### src/rtl/core/tsr_div.sv
// Pipelined restoring divider, one quotient bit per register stage.
// Standalone; used twice by the timed step ramp evaluator.
`default_nettype none

module tsr_div #(
	parameter int QBITS = 16,
	parameter int DEN_W = 33,
	parameter int SB_W  = 3
) (
	input  logic             clk,
	input  logic             arst_n,
	input  logic             in_valid,
	input  logic [DEN_W-1:0] in_rem,
	input  logic [QBITS-1:0] in_low,
	input  logic [DEN_W-1:0] den,
	input  logic [SB_W-1:0]  in_sb,
	output logic             out_valid,
	output logic [QBITS-1:0] out_quo,
	output logic [SB_W-1:0]  out_sb
);

	// The partial remainder must start below the divisor; the quotient then fits QBITS.
	logic             valid_s [QBITS];
	logic [DEN_W-1:0] rem_s   [QBITS];
	logic [QBITS-1:0] low_s   [QBITS];
	logic [QBITS-1:0] quo_s   [QBITS];
	logic [SB_W-1:0]  sb_s    [QBITS];

	for (genvar k = 0; k < QBITS; k++) begin : g_stage
		logic             pv;
		logic [DEN_W-1:0] prem;
		logic [QBITS-1:0] plow;
		logic [QBITS-1:0] pquo;
		logic [SB_W-1:0]  psb;
		logic [DEN_W:0]   trial;
		logic             take;

		if (k == 0) begin : g_first
			assign pv   = in_valid;
			assign prem = in_rem;
			assign plow = in_low;
			assign pquo = '0;
			assign psb  = in_sb;
		end else begin : g_next
			assign pv   = valid_s[k-1];
			assign prem = rem_s[k-1];
			assign plow = low_s[k-1];
			assign pquo = quo_s[k-1];
			assign psb  = sb_s[k-1];
		end

		assign trial = {prem, plow[QBITS-1]};
		assign take  = (trial >= {1'b0, den});

		always_ff @(posedge clk or negedge arst_n) begin
			if (!arst_n) begin
				valid_s[k] <= 1'b0;
			end else begin
				valid_s[k] <= pv;
			end
		end

		always_ff @(posedge clk) begin
			rem_s[k] <= take ? DEN_W'(trial - {1'b0, den}) : trial[DEN_W-1:0];
			low_s[k] <= plow << 1;
			quo_s[k] <= {pquo[QBITS-2:0], take};
			sb_s[k]  <= psb;
		end
	end

	assign out_valid = valid_s[QBITS-1];
	assign out_quo   = quo_s[QBITS-1];
	assign out_sb    = sb_s[QBITS-1];

endmodule

`default_nettype wire

### config.mk
export PLATFORM = sky130hd
export DESIGN_NAME = tsr_div
export DESIGN_NICKNAME = d
export VERILOG_FILES = /design/src/rtl/core/tsr_div.sv
export SDC_FILE = /design/constraint.sdc
export NUM_CORES = 2
export LEC_CHECK = 0
export ABC_AREA = 0
export BUFFER_PORTS_ARGS = -buffer_cell sky130_fd_sc_hd__buf_2
export CORE_MARGIN = 4
export CORE_UTILIZATION = 60
export DETAILED_ROUTE_END_ITERATION = 16
export PLACE_DENSITY = 0.82
export RECOVER_POWER = 50
export SLEW_MARGIN = 20
export SYNTH_ARGS = -nofsm -noshare
export SYNTH_HDL_FRONTEND = slang
export SYNTH_SLANG_ARGS = --single-unit
### constraint.sdc
create_clock -name clk -period 10.25 [get_ports clk]
set_clock_uncertainty 0.05 [all_clocks]
set_input_delay 0.5125 -clock clk [delete_from_list [all_inputs] [get_ports clk]]
set_output_delay 0.5125 -clock clk [all_outputs]
set_load 0.005 [all_outputs]
### Word level (Yosys, flattened, before mapping)

Memory sizes are Yosys's and may differ from the RTL's.
Index checks and enable logic that the tools add are counted.

| storage, ports and cells | value |
|---|---|
| register bits | 16 |
| bits in writable memories | 1,072 |
| input bits | 88 |
| output and inout bits | 20 |
| word-level logic and storage cells | 68 |
| memories kept | 4 |

| operators by class | value |
|---|---|
| $add $sub $neg | 16 |
| $lt $le $gt $ge | 16 |
| mux-type cells | 16 |

Memory list:

| name | words | width | rd ports | clocked after Yosys merged registers in | write ports | line | text |
|---|---|---|---|---|---|---|---|
| rem_s | 16 | 33 | 15 | 0 | 16 | 24 | `logic [DEN_W-1:0] rem_s [QBITS];` |
| quo_s | 16 | 16 | 16 | 0 | 16 | 26 | `logic [QBITS-1:0] quo_s [QBITS];` |
| low_s | 16 | 15 | 15 | 0 | 16 | 25 | `logic [QBITS-1:0] low_s [QBITS];` |
| sb_s | 16 | 3 | 16 | 0 | 16 | 27 | `logic [SB_W-1:0] sb_s [QBITS];` |

Operator list:

| operator | number |
|---|---|
| $ge 34x33->1 | 16 |
| $mux 33 | 16 |
| $sub 33x33->33 | 16 |

### Logic depth before layout (Yosys ltp)

An unclocked memory read counts as a cell.

| depth | value |
|---|---|
| depth in word-level cells | 3 |
| mapped depth | 16 |
| mapped depth without buffers | 14 |

### Least setup slack after synthesis

OpenSTA, ideal clock, no wires.

| timing | value |
|---|---|
| path type | input port to flip-flop |
| start point | in den[1] |
| end point | mem rem_s[14][25] |
| library setup time | 0.121 ns |
| arrival | 3.963 ns |
| data required time | 10.079 ns |
| setup slack | 6.117 ns |
| stages on the path | 13 |
| buffers on the path | 1 |
| cell sequence | inv_1 > fa_1 > a211oi_1 > nor2_1 > o2111ai_1 > a211oi_1 > or3_1 > nand2_1 > o21a_1 > o21ai_1 > a211oi_4 > buf_4 > mux2_2 |

RTL lines:

| what | line | text |
|---|---|---|
| start, declared | 15 | `input logic [DEN_W-1:0] den,` |
| end, declared | 24 |  |

==> results.toml <==
[timing]
tns_ns = 0
rsz0062_at_grt = "no"
layout_setup_ws_ns = 3.33
final-max-slew-violation-count = 311
period_share = 0.675
finalCriticalPeriod_ns = 6.92
worst_pin_slew_ns = 2.01
final-setup-viol-count = 0
hold_viol = 0
fmax_mhz = 144
slew_headroom = -0.341

[power]
total_power_mw = 19.8
netSwitchingFraction = 0.425
seqPwrFrac = 0.280
p_leak_nw = 23.2
clkPwrFrac = 0.162
powerDensity_mw_per_mm2 = 379
vdd_ir_drop_max_mv = 0.218
p_switching_mw = 8.40
comb_power_share = 0.558
internal-power_mw = 11.4

[synthesis]
ys_seq_elements = 815
muxShareOfSynthArea = 0.0637
avgSynthCellArea_um2 = 9.08
synthTopCellsByArea = "dfxtp_1 (34%), ha_1 (14%), a21oi_1 (6.2%)"
synth_edf_count = 0
synthCells = 5238
post_synth_fa_ha_maj_area_fraction = 0.145
synth_cell_type_count = 90
ys.flop_type = "dfxtp_1"
synth_top_area_cell = "dfxtp_1"
synth-compound-area-share = 0.221
ys_async_sr_fraction = 0.0196
yosys.area.top_type_share = 0.336
ys_warn_count = 0
syn_nets = 5869
synth_xor_xnor_area_share = 0.0800
synth_top_family_by_area = "compound AO/OA/AOI/OAI gates"
synth-simple-area-share = 0.119
ys_seq_area_frac = 0.345
synth_area_mm2 = 0.0475

[detailed_routing]
via_count = 39900
drtIter0Drc = 2902
vias_per_cell = 6.17
drc = 0
drtAntennaViolNets = 0
wirelength_um = 132000
first_pass_iters = 6
wl_per_cell_um = 20.5

[placed_design]
gp_congestion = 0.977
port_buffers = 107
dp_slack_ns = 5.26
dp_hpwl_um = 94200
dpl_cell_area_mm2 = 0.0491

[clock_tree]
clk_pin_slew_ns = 0.06
root_buffer = "clkbuf_16"
ctsHoldBuffers = 20
clk_path_buf_depth = 3
cts.repair.resized = 0
clk-insertion-delay-late_ns = 0.67
cts_tree = "done"
numCtsBuffers = 86
clock-sinks = 815
postCtsSetupRepairBufs = 0
htree_levels = 3

[flow_run]
drv_cap = 9

[worst_setup_path]
crit_cells = 15
reg2reg_setup_slack_ns = 4.46
cp-start-kind = "input pin"
crit_buf_inv = 5
cp_common_cell = "clkbuf_1"
worstPathRequired_ns = 10.73
r2r-end = "rem_s[6][6]$_DFF_P_"
cp_cell_sequence = "buf_2 > clkinv_1 > clkbuf_1 > ha_1 > nand4_1 > a21oi_1 > nor3_1 > o2111ai_1 > o211ai_1 > o21ai_0 > a32oi_1 > o41ai_1 > clkbuf_1 > clkbuf_1 > mux2_2"
cpPeakStageDelay_ns = 1.40
worst_setup_path_end_kind = "register"
r2r-start = "low_s[0][89]$_DFF_P_"
crit_path_top_delay_cell = "clkbuf_1"
crit_type = "in -> reg"
cp_data_arrival_time_ns = 7.40
cp_max_fo = 40
rr_worst_depth = 15
cp_top_family = "buffers and inverters"
cp-startpoint = "den[7]"
endpoint = "rem_s[6][6]$_DFF_P_"

[die]
die_x_um = 289
core_mm2 = 0.0780
start_util = 0.610
pin_count = 108
die_y_um = 289
dieArea_mm2 = 0.0838
core.rowCount = 102

[status]
status = "finished, violations left"
failed_checks = "capacitance limit, slew limit"

[grt]
grt.total_usage = 0.308
grt_pass1_vias = 38400
antenna_found_initial = 1
grt_pass1_wl_um = 204000
grt_max_degree = 64
overflow = 0

[layout]
nNetsFinal = 5983
syn_to_final_growth_pct = 9.72
fin_area_mm2 = 0.0522
post-route-util = 0.669
regArea_mm2 = 0.0164
multi_input_area_mm2 = 0.0299
layout-drive-gt1-share = 0.0919
final.fill_count = 6172

[hold_path]
min_path_type = "in -> reg"
## metal layers
| layer | global-route usage | wire (um) | vias up |
|---|---|---|---|
| met1 | 0.354 | 50700 | 18400 |
| met5 | 0 | 0 | - |
| met3 | 0.0542 | 9330 | 575 |
| met2 | 0.513 | 60700 | 1594 |
| met4 | 0.233 | 11500 | 0 |
| li1 | - | - | 19300 |
## synth_stat cells (18+ instances only)
cell type,instances
dfxtp_1,799
a21oi_1,592
ha_1,528
nand2_1,378
o21ai_0,346
nor2_1,310
a21o_1,270
xnor2_1,266
inv_1,169
xor2_1,168
mux2_2,159
nand3_1,105
clkbuf_1,103
nand4_1,67
o21bai_1,67
nor2b_1,65
mux2_1,63
nand2b_1,60
nor3_1,56
a31oi_1,46
and3_1,46
o21a_1,46
a211oi_1,44
o211ai_1,41
mux2_4,28
o31ai_1,27
buf_2,26
and2_1,19
nor4_1,18
## stage by stage
step | std cells | hold slack (ns)
after floorplan | 5238 | 0.167
after global placement | 6282 | 0.259
after detailed placement | 6282 | 0.262
after CTS | 6456 | 0.0312
after global routing | 6458 | 0.0507
final | 6460 | 0.0635
## cell usage in the layout, fill, tap and decap left out, drive strengths merged, types with 41 or more instances in the layout
| master | count |
|---|---|
| dfxtp | 799 |
| a21oi | 592 |
| ha | 528 |
| nand2 | 378 |
| o21ai | 362 |
| nor2 | 310 |
| a21o | 270 |
| xnor2 | 266 |
| mux2 | 250 |
| inv | 170 |
| xor2 | 168 |
| clkbuf | 141 |
| buf | 123 |
| nand3 | 105 |
| nand4 | 67 |
| o21bai | 67 |
| nor2b | 65 |
| nand2b | 60 |
| nor3 | 58 |
| a31oi | 47 |
| and3 | 46 |
| o21a | 46 |
| a211oi | 45 |
| o211ai | 41 |
## registers in the layout (all words and copies together), names as in the netlist
name and count:
sb_s 48, out_valid 1, g_stage.pv 15, quo_s 136, low_s 120, rem_s 495
## worst min-delay path by stage
stage	startpoint	end	slack, ns	cells after the start
6_report	in_rem[30]	rem_s[0][31]$_DFF_P_	0.06	2
5_1_grt	in_rem[30]	rem_s[0][31]$_DFF_P_	0.05	2
4_1_cts	in_rem[30]	rem_s[0][31]$_DFF_P_	0.03	2
3_5_place_dp	low_s[0][101]$_DFF_P_	low_s[0][117]$_DFF_P_	0.26	0
3_3_place_gp	quo_s[1][72]$_DFF_P_	quo_s[1][89]$_DFF_P_	0.26	0
2_1_floorplan	arst_n	g_stage[10].pv$_DFF_PN0_	0.17	0
## cells by family after synthesis
group | count (synthesis)
AND/OR/NAND/NOR | 1197
adder cells (fa/ha/maj) | 543
multiplexers | 261
flip-flops | 815
buffers and inverters | 314
AO/OA/AOI/OAI | 1674
XOR/XNOR | 434
## power groups by stage
stage          Combinational, mW  Sequential (mW)  Clock (mW)
6_report                    11.0             5.54        3.20
5_1_grt                     12.2             5.61        3.38
4_1_cts                     10.9             5.51        3.24
3_5_place_dp                10.8             5.56           0
3_3_place_gp                10.5             5.57           0
2_1_floorplan               8.79             5.05           0
## final cells by class
| type | count | area share |
|---|---|---|
| Inverter | 169 | 0.0122 |
| Antenna cell | 2 | 0.0000959 |
| Clock buffer | 113 | 0.0459 |
| Tap cell | 1040 | 0.0249 |
| Sequential cell | 815 | 0.314 |
| Timing Repair Buffer | 171 | 0.0198 |
| Multi-Input combinational cell | 4109 | 0.572 |
| Clock inverter | 41 | 0.0104 |
No activity file was read; power rests on OpenSTA's default activity.
